[src/rtl/csa_pkg.sv]
// ----------------------------------------------------------------------------
// csa_pkg
// Shared types and constants for the compacting slot allocator.
// ----------------------------------------------------------------------------
package csa_pkg;

  localparam int SLOTS   = 32;
  localparam int DEVICES = 32;
  localparam int ID_W    = 5;
  localparam int SLOT_W  = $clog2(SLOTS);
  localparam int CNT_W   = $clog2(SLOTS + 1);
  localparam int OCC_W   = 6;
  localparam int OCC_MAX = (1 << OCC_W) - 1;

  typedef enum logic [1:0] {
    CMD_CONNECT     = 2'd0,
    CMD_DEV_OF_SLOT = 2'd1,
    CMD_SLOT_OF_DEV = 2'd2
  } cmd_t;

  typedef enum logic {
    ST_IDLE = 1'b0,
    ST_EXEC = 1'b1
  } state_t;

  typedef struct packed {
    logic            changed;
    logic            found;
    logic [ID_W-1:0] result_id;
    logic            moved;
    logic [ID_W-1:0] moved_device;
    logic [ID_W-1:0] moved_to_slot;
  } result_t;

  function automatic logic [OCC_W-1:0] sat_count(input logic [CNT_W-1:0] n);
    logic [OCC_W-1:0] r;
    if (int'(n) > OCC_MAX) r = OCC_W'(OCC_MAX);
    else                   r = OCC_W'(n);
    return r;
  endfunction

endpackage

[src/rtl/csa_ram.sv]
// ----------------------------------------------------------------------------
// csa_ram
// Single write port, single read port RAM with registered read data.
// ----------------------------------------------------------------------------
module csa_ram #(
  parameter int DEPTH = 32,
  parameter int WIDTH = 5
) (
  input  logic                     clk,
  input  logic                     we,
  input  logic [$clog2(DEPTH)-1:0] waddr,
  input  logic [WIDTH-1:0]         wdata,
  input  logic                     re,
  input  logic [$clog2(DEPTH)-1:0] raddr,
  output logic [WIDTH-1:0]         rdata
);

  logic [WIDTH-1:0] mem [DEPTH];

  always_ff @(posedge clk) begin
    if (we) begin
      mem[waddr] <= wdata;
    end
  end

  always_ff @(posedge clk) begin
    if (re) begin
      rdata <= mem[raddr];
    end
  end

endmodule

[src/rtl/compacting_slot_allocator.sv]
// ----------------------------------------------------------------------------
// compacting_slot_allocator
// Maps device ids to densely packed slots; compacts on disconnect.
// ----------------------------------------------------------------------------
//   channel  handshake              payload
//   request  in_valid / in_stall    cmd, cube_id, connected
//   result   out_valid / out_stall  changed, found, result_id, moved,
//                                   moved_device, moved_to_slot, occupied_count
//
// A request passes through states IDLE and EXEC: the accept cycle in IDLE reads
// both tables, and EXEC updates them and loads the result register. The tables
// have registered read data, so the update waits for EXEC. A request is taken
// while a result still waits; EXEC holds only while that result is still stalled.
// Reset clears the mapped-device mask and the slot count; the tables need no
// clearing pass.
module compacting_slot_allocator
  import csa_pkg::*;
(
  input  logic             clk,
  input  logic             rst,
  input  logic             in_valid,
  output logic             in_stall,
  input  logic [1:0]       cmd,
  input  logic [ID_W-1:0]  cube_id,
  input  logic             connected,
  output logic             out_valid,
  input  logic             out_stall,
  output logic             changed,
  output logic             found,
  output logic [ID_W-1:0]  result_id,
  output logic             moved,
  output logic [ID_W-1:0]  moved_device,
  output logic [ID_W-1:0]  moved_to_slot,
  output logic [OCC_W-1:0] occupied_count
);

  state_t state, state_next;

  logic [1:0]         cmd_q;
  logic [ID_W-1:0]    id_q;
  logic               conn_q;
  logic [DEVICES-1:0] device_mapped, device_mapped_next;
  logic [CNT_W-1:0]   count, count_next;

  logic               accept;
  logic               fire;
  logic               rd_en;
  logic [SLOT_W-1:0]  dos_raddr;
  logic [ID_W-1:0]    dos_rdata;
  logic [SLOT_W-1:0]  sod_rdata;

  logic               dos_we;
  logic [SLOT_W-1:0]  dos_waddr;
  logic [ID_W-1:0]    dos_wdata;
  logic               sod_we;
  logic [ID_W-1:0]    sod_waddr;
  logic [SLOT_W-1:0]  sod_wdata;

  logic               mapped;
  result_t            res;

  assign accept = in_valid && !in_stall;
  assign fire   = (state == ST_EXEC) && (!out_valid || !out_stall);
  assign rd_en  = accept;
  assign mapped = device_mapped[id_q];

  // Slot lookups read the addressed slot; disconnects read the top slot.
  assign dos_raddr = (cmd_t'(cmd) == CMD_DEV_OF_SLOT) ? SLOT_W'(cube_id)
                                                      : SLOT_W'(count - CNT_W'(1));

  csa_ram #(.DEPTH(SLOTS), .WIDTH(ID_W)) u_dev_of_slot (
    .clk   (clk),
    .we    (dos_we),
    .waddr (dos_waddr),
    .wdata (dos_wdata),
    .re    (rd_en),
    .raddr (dos_raddr),
    .rdata (dos_rdata)
  );

  csa_ram #(.DEPTH(DEVICES), .WIDTH(SLOT_W)) u_slot_of_dev (
    .clk   (clk),
    .we    (sod_we),
    .waddr (sod_waddr),
    .wdata (sod_wdata),
    .re    (rd_en),
    .raddr (cube_id),
    .rdata (sod_rdata)
  );

  always_ff @(posedge clk) begin
    if (rst) begin
      state         <= ST_IDLE;
      device_mapped <= '0;
      count         <= '0;
    end else begin
      state         <= state_next;
      device_mapped <= device_mapped_next;
      count         <= count_next;
    end
  end

  always_ff @(posedge clk) begin
    if (accept) begin
      cmd_q  <= cmd;
      id_q   <= cube_id;
      conn_q <= connected;
    end
  end

  always_comb begin
    state_next         = state;
    in_stall           = (state != ST_IDLE);
    device_mapped_next = device_mapped;
    count_next         = count;
    res                = '0;
    dos_we             = 1'b0;
    dos_waddr          = SLOT_W'(count);
    dos_wdata          = id_q;
    sod_we             = 1'b0;
    sod_waddr          = id_q;
    sod_wdata          = SLOT_W'(count);

    case (cmd_t'(cmd_q))
      CMD_CONNECT: begin
        if (conn_q) begin
          if (mapped) begin
            res.found     = 1'b1;
            res.result_id = ID_W'(sod_rdata);
          end else if (count < CNT_W'(SLOTS)) begin
            // Slots stay packed, so the lowest free slot is the count.
            res.changed   = 1'b1;
            res.found     = 1'b1;
            res.result_id = ID_W'(count);
            dos_we        = 1'b1;
            sod_we        = 1'b1;
            device_mapped_next[id_q] = 1'b1;
            count_next    = count + CNT_W'(1);
          end
        end else if (mapped) begin
          res.changed = 1'b1;
          device_mapped_next[id_q] = 1'b0;
          count_next  = count - CNT_W'(1);
          // Move the top slot's device into the hole when the hole is below it.
          if (CNT_W'(sod_rdata) + CNT_W'(1) < count) begin
            res.moved         = 1'b1;
            res.moved_device  = dos_rdata;
            res.moved_to_slot = ID_W'(sod_rdata);
            dos_we            = 1'b1;
            dos_waddr         = sod_rdata;
            dos_wdata         = dos_rdata;
            sod_we            = 1'b1;
            sod_waddr         = dos_rdata;
            sod_wdata         = sod_rdata;
          end
        end
      end
      CMD_DEV_OF_SLOT: begin
        // Occupied slots are packed below the count.
        if (CNT_W'(id_q) < count) begin
          res.found     = 1'b1;
          res.result_id = dos_rdata;
        end
      end
      CMD_SLOT_OF_DEV: begin
        if (mapped) begin
          res.found     = 1'b1;
          res.result_id = ID_W'(sod_rdata);
        end
      end
      default: begin
      end
    endcase

    // Commit only on the cycle the result register takes the result.
    if (!fire) begin
      device_mapped_next = device_mapped;
      count_next         = count;
      dos_we             = 1'b0;
      sod_we             = 1'b0;
    end

    case (state)
      ST_IDLE: begin
        if (accept) state_next = ST_EXEC;
      end
      ST_EXEC: begin
        if (fire) state_next = ST_IDLE;
      end
      default: state_next = ST_IDLE;
    endcase
  end

  always_ff @(posedge clk) begin
    if (rst) begin
      out_valid <= 1'b0;
    end else if (fire) begin
      out_valid <= 1'b1;
    end else if (!out_stall) begin
      out_valid <= 1'b0;
    end
  end

  always_ff @(posedge clk) begin
    if (fire) begin
      changed        <= res.changed;
      found          <= res.found;
      result_id      <= res.result_id;
      moved          <= res.moved;
      moved_device   <= res.moved_device;
      moved_to_slot  <= res.moved_to_slot;
      occupied_count <= sat_count(count_next);
    end
  end

`ifndef SYNTHESIS
  a_count_range: assert property (@(posedge clk) disable iff (rst)
    int'(count) <= SLOTS)
    else $error("slot count exceeds table size");

  a_count_matches_mask: assert property (@(posedge clk) disable iff (rst)
    $countones(device_mapped) == int'(count))
    else $error("mapped device mask disagrees with slot count");

  a_accept_to_exec: assert property (@(posedge clk) disable iff (rst)
    accept |=> (state == ST_EXEC))
    else $error("accepted request did not enter update cycle");

  a_fire_gives_result: assert property (@(posedge clk) disable iff (rst)
    fire |=> out_valid)
    else $error("update cycle produced no result");
`endif

endmodule

[config.mk]
export PLATFORM = sky130hd
export DESIGN_NAME = compacting_slot_allocator
export DESIGN_NICKNAME = d
export VERILOG_FILES = /design/src/rtl/csa_pkg.sv /design/src/rtl/csa_ram.sv /design/src/rtl/compacting_slot_allocator.sv
export SDC_FILE = /design/constraint.sdc
export NUM_CORES = 1
export LEC_CHECK = 0
export BUFFER_PORTS_ARGS = -buffer_cell sky130_fd_sc_hd__buf_2
export CORE_ASPECT_RATIO = 0.9
export CORE_UTILIZATION = 45
export CTS_CLUSTER_DIAMETER = 40
export DETAILED_ROUTE_END_ITERATION = 12
export PLACE_DENSITY_LB_ADDON = 0.12
export SYNTH_ARGS = -nofsm -noshare
export SYNTH_HDL_FRONTEND = slang
export SYNTH_HIERARCHICAL = 1
export SYNTH_SLANG_ARGS = --single-unit
[constraint.sdc]
create_clock -name clk -period 5.5 [get_ports clk]
set_clock_uncertainty 0.05 [all_clocks]
set_input_delay 1.1 -clock clk [delete_from_list [all_inputs] [get_ports clk]]
set_output_delay 1.1 -clock clk [all_outputs]
set_load 0.05 [all_outputs]
* Word-level counts from Yosys, hierarchy flattened
Memory sizes are Yosys's and may differ from the RTL's. A register that Yosys moved wholly into a read port is not among the register bits.
Cells that the tools add are included.
** Word-level totals
- RAM bits :: 320
- Input port bits :: 12
- Logic and storage cells :: 96
- Flip-flop bits (word level) :: 72
- Memories kept :: 2
- Output and inout port bits :: 26
** Cells by class
- Eq/ne operators :: 5
- Magnitude comparators :: 5
- Add/subtract/negate cells :: 3
- Multiplexer cells :: 47
- Bitwise logic cells :: 7
- Reduce and logical (&&, ||, !) cells :: 13
** Memory list
- u_dev_of_slot.mem :: depth 32, bits a word 5, read ports 1, clocked after memory_dff 1, write ports 1, RTL line csa_ram.sv:18 : logic [WIDTH-1:0] mem [DEPTH];
- u_slot_of_dev.mem :: depth 32, bits a word 5, read ports 1, clocked after memory_dff 1, write ports 1, RTL line csa_ram.sv:18
** Operators with widths (count)
- $mux W32 :: 4
- $mux W6 :: 10
- $mux W5 :: 9
- $and A32 B32 Y32 :: 1
- $not A32 Y32 :: 1
- $or A32 B32 Y32 :: 1
- $mux W1 :: 18
- $pmux W6 S3 :: 1
- $mux W11 :: 1
- $mux W7 :: 1
- $add A5 B1 Y6 const B :: 1
- $add A6 B1 Y6 const B :: 1
- $lt A5 B6 Y1 :: 1
- $lt A5 B6 Y1 const B :: 1
- $lt A6 B6 Y1 :: 1
- $lt A6 B6 Y1 const B :: 1
- $sub A6 B1 Y6 const B :: 1
- $bmux W1 S5 :: 1
- $demux W1 S5 :: 1
- $ge A5 B1 Y1 const B :: 1
- $reduce_and A5 Y1 :: 1
- $eq A2 B1 Y1 const B :: 2
- $not A1 Y1 :: 4
- $reduce_bool A2 Y1 :: 2
- other kinds (10) :: 14

* Depth between registers and ports, before layout
- Depth after elaboration :: 9
- Mapped depth :: 13

* Cells and area by module
Netlist, hierarchy kept.
** Modules (own cells, without submodules)
- csa_ram :: seq. area each 4954.8 µm², area an instance 6394.9 µm², instances 2, cells each 277
- compacting_slot_allocator :: seq. area each 1761.7 µm², area an instance 4590.7 µm², instances 1, cells each 496

* Worst setup path after synthesis
Ideal clock, no wire load.
- Path type :: input -> register
- Start point :: in out_stall
- End point :: mem u_dev_of_slot.mem[28][0], enable pin
- Arrival time :: 4162 ps
- Library setup time :: 342 ps
- Stages on the path :: 6
- Data required time :: 5108 ps
- Path slack :: 946 ps
- Path through :: a21boi_1 nand2_1 a21oi_1 or3b_2 clkbuf_1 nor2_1
** On the way
- Cells in the longest elaborated chain, start to end :: 6
** RTL lines
- start: declaration :: RTL line compacting_slot_allocator.sv:27 : input logic out_stall,
- $logic_not A1 Y1
- $logic_or A1 B1 Y1 :: RTL line compacting_slot_allocator.sv:63 : assign fire = (state == ST_EXEC) && (!out_valid || !out_stall);
- $logic_and A1 B1 Y1 :: RTL line compacting_slot_allocator.sv:63
- $mux W1 :: RTL line compacting_slot_allocator.sv:176 : if (!fire) begin
- via dos_we :: RTL line compacting_slot_allocator.sv:52 : logic dos_we;
- $mux W1 :: RTL line csa_ram.sv:21 : if (we) begin
- $mux W1 (not written as such) :: RTL line csa_ram.sv:22 : mem[waddr] <= wdata;
- end: declaration :: RTL line csa_ram.sv:18
The timed path passes the listed nets, and every way through them passes these cells.

* Worst setup path in the final report
- Start point :: reg id_q[0]
- End point :: mem u_slot_of_dev.mem[3][0], enable pin
** On the way
- Cells in the longest elaborated chain, start to end :: 8
** RTL lines
- start: declaration :: RTL line compacting_slot_allocator.sv:40 : logic [ID_W-1:0] id_q;
- start signal: assignment :: RTL line compacting_slot_allocator.sv:106 : id_q <= cube_id;
- $bmux W1 S5 * :: RTL line compacting_slot_allocator.sv:65 : assign mapped = device_mapped[id_q];
- $mux W1 (not written as such) * :: RTL line compacting_slot_allocator.sv:65
- $mux W1 (on tied branches)
- $mux W1 * (3 in a row)
- via dos_we :: RTL line compacting_slot_allocator.sv:52
- $mux W1 * :: RTL line csa_ram.sv:21
- $mux W1 (not written as such) * :: RTL line csa_ram.sv:22
- end: declaration :: RTL line csa_ram.sv:18
Mark *: on every way through the listed nets, which the timed path passes. The rest lies on a longest branch. The select of a mux whose other input is x is not followed.

==> key figures <==
Logic synthesis
  • Count of different cell masters after synthesis: 58
  • Synth top area share: 62.5%
  • Dominant cell by count in the synthesized netlist: edfxtp_1
  • Most frequent cells after synthesis: edfxtp_1, nor2_1, mux4_2
  • Top_reg_cell synth: edfxtp_1
  • Compound-gate portion of the synthesized area: 3.71%
  • Post-synthesis mux area share: 17.4%
  • Main combinational cell family by area after synthesis: multiplexers
  • Asr flop ratio synth: 0%
  • Warnings, synthesis: 6
  • Post-synth EDFFs: 362
  • Post-synthesis sequential area ratio: 67.2%
  • Cell count after synthesis: 1050
  • Largest area contributor in the netlist: edfxtp_1
  • Synth Register Bits: 402
  • Xor/xnor cell area share of the yosys netlist: 0.454%
  • Dominant cells by area after synthesis: edfxtp_1, mux4_2, dfxtp_1, nor2_1, mux2i_1
  • Syn nets: 1075
  • Synthesized cell area: 17400 µm²
  • Synth Area per Inst: 16.6 µm²
  • Adder-cell share of the synthesized area: 0.936%
  • Simple-gate share of the synthesized area: 8.08%

Worst setup path
  • Crit path max-delay family: simple AND/OR/NAND/NOR gates
  • CP startpoint: id_q[0]$_DFFE_PP_
  • CP arrival: 4.66 ns
  • Req. time, crit path: 5.66 ns
  • WP depth: 9
  • Reg-to-reg endpoint: u_slot_of_dev/mem[3][0]$_DFFE_PP_
  • Startpoint Class: flip-flop
  • Worst path cell trace: or4b_2 -> o22ai_1 -> nor4_2 -> nand3_2 -> buf_4 -> nand3_1 -> a21oi_1 -> nand3_1 -> nor2_1
  • Critical path peak fanout: 21
  • Kind of critical path: reg -> reg
  • Reg2reg start: id_q[0]$_DFFE_PP_
  • Crit-path max cell delay: 0.76 ns
  • Worst Path Buf+Inv: 1
  • Reg2Reg Setup Slack: 1.00 ns
  • CP Capture Type: flip-flop
  • Reg2reg path depth: 9
  • Crit-path most repeated cell: nand3_1
  • Slowest cell on crit path: edfxtp_1

Clock tree
  • Num Clock Sinks: 402
  • CTS resizes: 0
  • Post-CTS Setup Inserts: 0
  • Clock slew seen by the registers of the worst setup and hold paths: 0.05 ns
  • CTS max path bufs: 3
  • Clock Latency Late Sink: 0.58 ns
  • H-tree depth: 2
  • Clk root buf: clkbuf_16
  • TritonCTS clock tree: yes
  • Post-CTS Hold Fix Bufs: 0
  • TritonCTS Buffers: 52

Floorplan
  • Initial core utilization: 46.2%
  • IO Count: 38
  • Core Box Area: 37600 µm²
  • Die area: 39400 µm²
  • Die W: 209 µm
  • Core Rows: 67
  • Die Y: 188 µm

Final layout
  • Fill cells: 3005
  • Layout cell share with drive strength beyond 1: 25.4%
  • Area occupied by multi-input gates: 5420 µm²
  • ANT cells: 0
  • Finished Cell Area: 19900 µm²
  • FF+latch area: 11700 µm²
  • Area growth syn-to-layout: 14.7%
  • Final nets: 1129
  • Fin cells: 1631

Global routing
  • Number of global-route vias before repair: 9703
  • Largest net degree at the start of global routing: 42
  • Total track usage: 21.0%
  • Initial antenna violation count: 0
  • Final global-route overflow total: 0
  • First-pass GRT wire length: 61.7 mm

Power
  • Clock group share of total power: 47.0%
  • Pwr Total: 7.24 mW
  • Pwr Density: 363 nW/µm²
  • Internal power: 5.63 mW
  • Sequential Power Share: 46.7%
  • Worst IR Drop VDD: 0.243 mV
  • Leakage dissipation: 6.63 nW
  • Logic pwr share: 6.3%
  • Sw Ratio: 22.2%
  • NetSw: 1.61 mW

Place
  • Final GP Congestion: 0.833
  • Placed inst area: 18200 µm²
  • I/O Buffers: 37
  • Placed cells: 1533
  • Dpl hpwl: 25.9 mm

STA
  • Fin Hold WS: 0.406 ns
  • Setup TNS Final: 0 ns
  • Final hold violation count: 0
  • Final Critical Period: 4.50 ns
  • Tcrit/Tclk final: 81.8%
  • Worst-margin pin slew: 1.16 ns
  • RSZ-0062 raised after global routing: false
  • Fmax: 222 MHz
  • Max Slew Vio Count: 0
  • Slew Limit Headroom: 22.1%
  • Endpoints failing setup: 0

Run status
  • Status: completed

Drt
  • Vias per cell: 5.87
  • Initial drt markers: 920
  • DRC violations left: 0
  • Final ANT Viol Nets: 0
  • Initial DRT Pass Iterations: 5
  • Final wirelength: 40.4 mm
  • DR WL/cell: 24.8 µm
  • Via Count: 9582

Worst hold path
  • Hold WC Path Type: reg -> reg
  • Hold depth: 2

Run
  • Max-Cap Viols: 0
worst min-delay path, cell delays in order, from the launching register on:
cell	delay, ns
dfxtp_1	0.30
nand2_1	0.05
o2bb2ai_1	0.06
sequential cells by signal, summed over array words and instances (netlist names), 2 cells and up, named ones only:
name and flops:
u_dev_of_slot/mem 160, occupied_count 6, id_q 5, u_slot_of_dev/mem 160
cmd_q 2, moved_to_slot 5, moved_device 5, u_slot_of_dev/rdata 5
result_id 5, count 6, u_dev_of_slot/rdata 5
per-layer routing:
metal,track usage (%),part of all wire (%),routed length (µm),vias up
met1,32.2,48,19200,4926
met4,5.54,1.6,626,0
met5,0,0,0,-
met2,30.8,45,18000,320
met3,4.07,6.2,2510,51
li1,-,-,-,4285
cells by family (layout without fill, tap and decap cells):
logic type	count (synthesis)	count (layout)
AOI/OAI and AO/OA	77	77
xor gates and xnor gates	9	9
adders and majority gates	13	13
buffers and inverters	81	179
DFF	402	402
muxes	174	174
and+or+nand+nor	294	294
power groups by stage:
stage / clock (mW) / combinational, mW / sequential (mW)
finish: 3.41 / 0.454 / 3.38
global route: 3.60 / 0.483 / 3.39
CTS: 3.48 / 0.457 / 3.38
detailed placement: 0 / 0.456 / 3.45
global placement: 0 / 0.454 / 3.45
floorplan: 0 / 0.287 / 3.47
placed cells by master (no fill, tap or decap), drive strengths merged, types with 7 or more instances in the layout:
cell,instances
edfxtp,362
nor2,174
mux4,100
clkbuf,66
buf,61
mux2i,52
dfxtp,40
a32o,29
nand3,29
inv,22
mux2,22
nand2,18
clkinv,15
ha,13
nand3b,11
nand2b,9
clkinvlp,9
nor3,9
a21oi,9
xnor2,8
nand4,8
and2,7
how the worst max path moves through the flow:
stage | to | slack (ns)
floorplan | u_dev_of_slot/mem[28][0]$_DFFE_PP_ | 0.95
global placement | u_slot_of_dev/mem[22][0]$_DFFE_PP_ | 1.05
detailed placement | u_slot_of_dev/mem[2][1]$_DFFE_PP_ | 1.03
CTS | u_slot_of_dev/mem[2][1]$_DFFE_PP_ | 1.03
global route | u_slot_of_dev/mem[21][1]$_DFFE_PP_ | 0.73
finish | u_slot_of_dev/mem[3][0]$_DFFE_PP_ | 1.00
stage by stage:
| stage | setup WS [ns] | utilization [%] |
|---|---|---|
| floorplan | 0.946 | - |
| global placement | 1.05 | 48.2 |
| detailed placement | 1.03 | 48.2 |
| CTS | 1.03 | 53.0 |
| global route | 0.735 | 53.0 |
| finish | 1.00 | 53.0 |
cell type report:
class                   count  share of cell area, %
repair buffers             61                   1.96
well taps                 483                   3.03
flip-flops and latches    402                   58.5
multi-input cells         567                   27.2
clock buffers              66                   7.05
inverters                  20                  0.377
clock inverters            32                   1.87
Power figures use the tool's default switching activity.
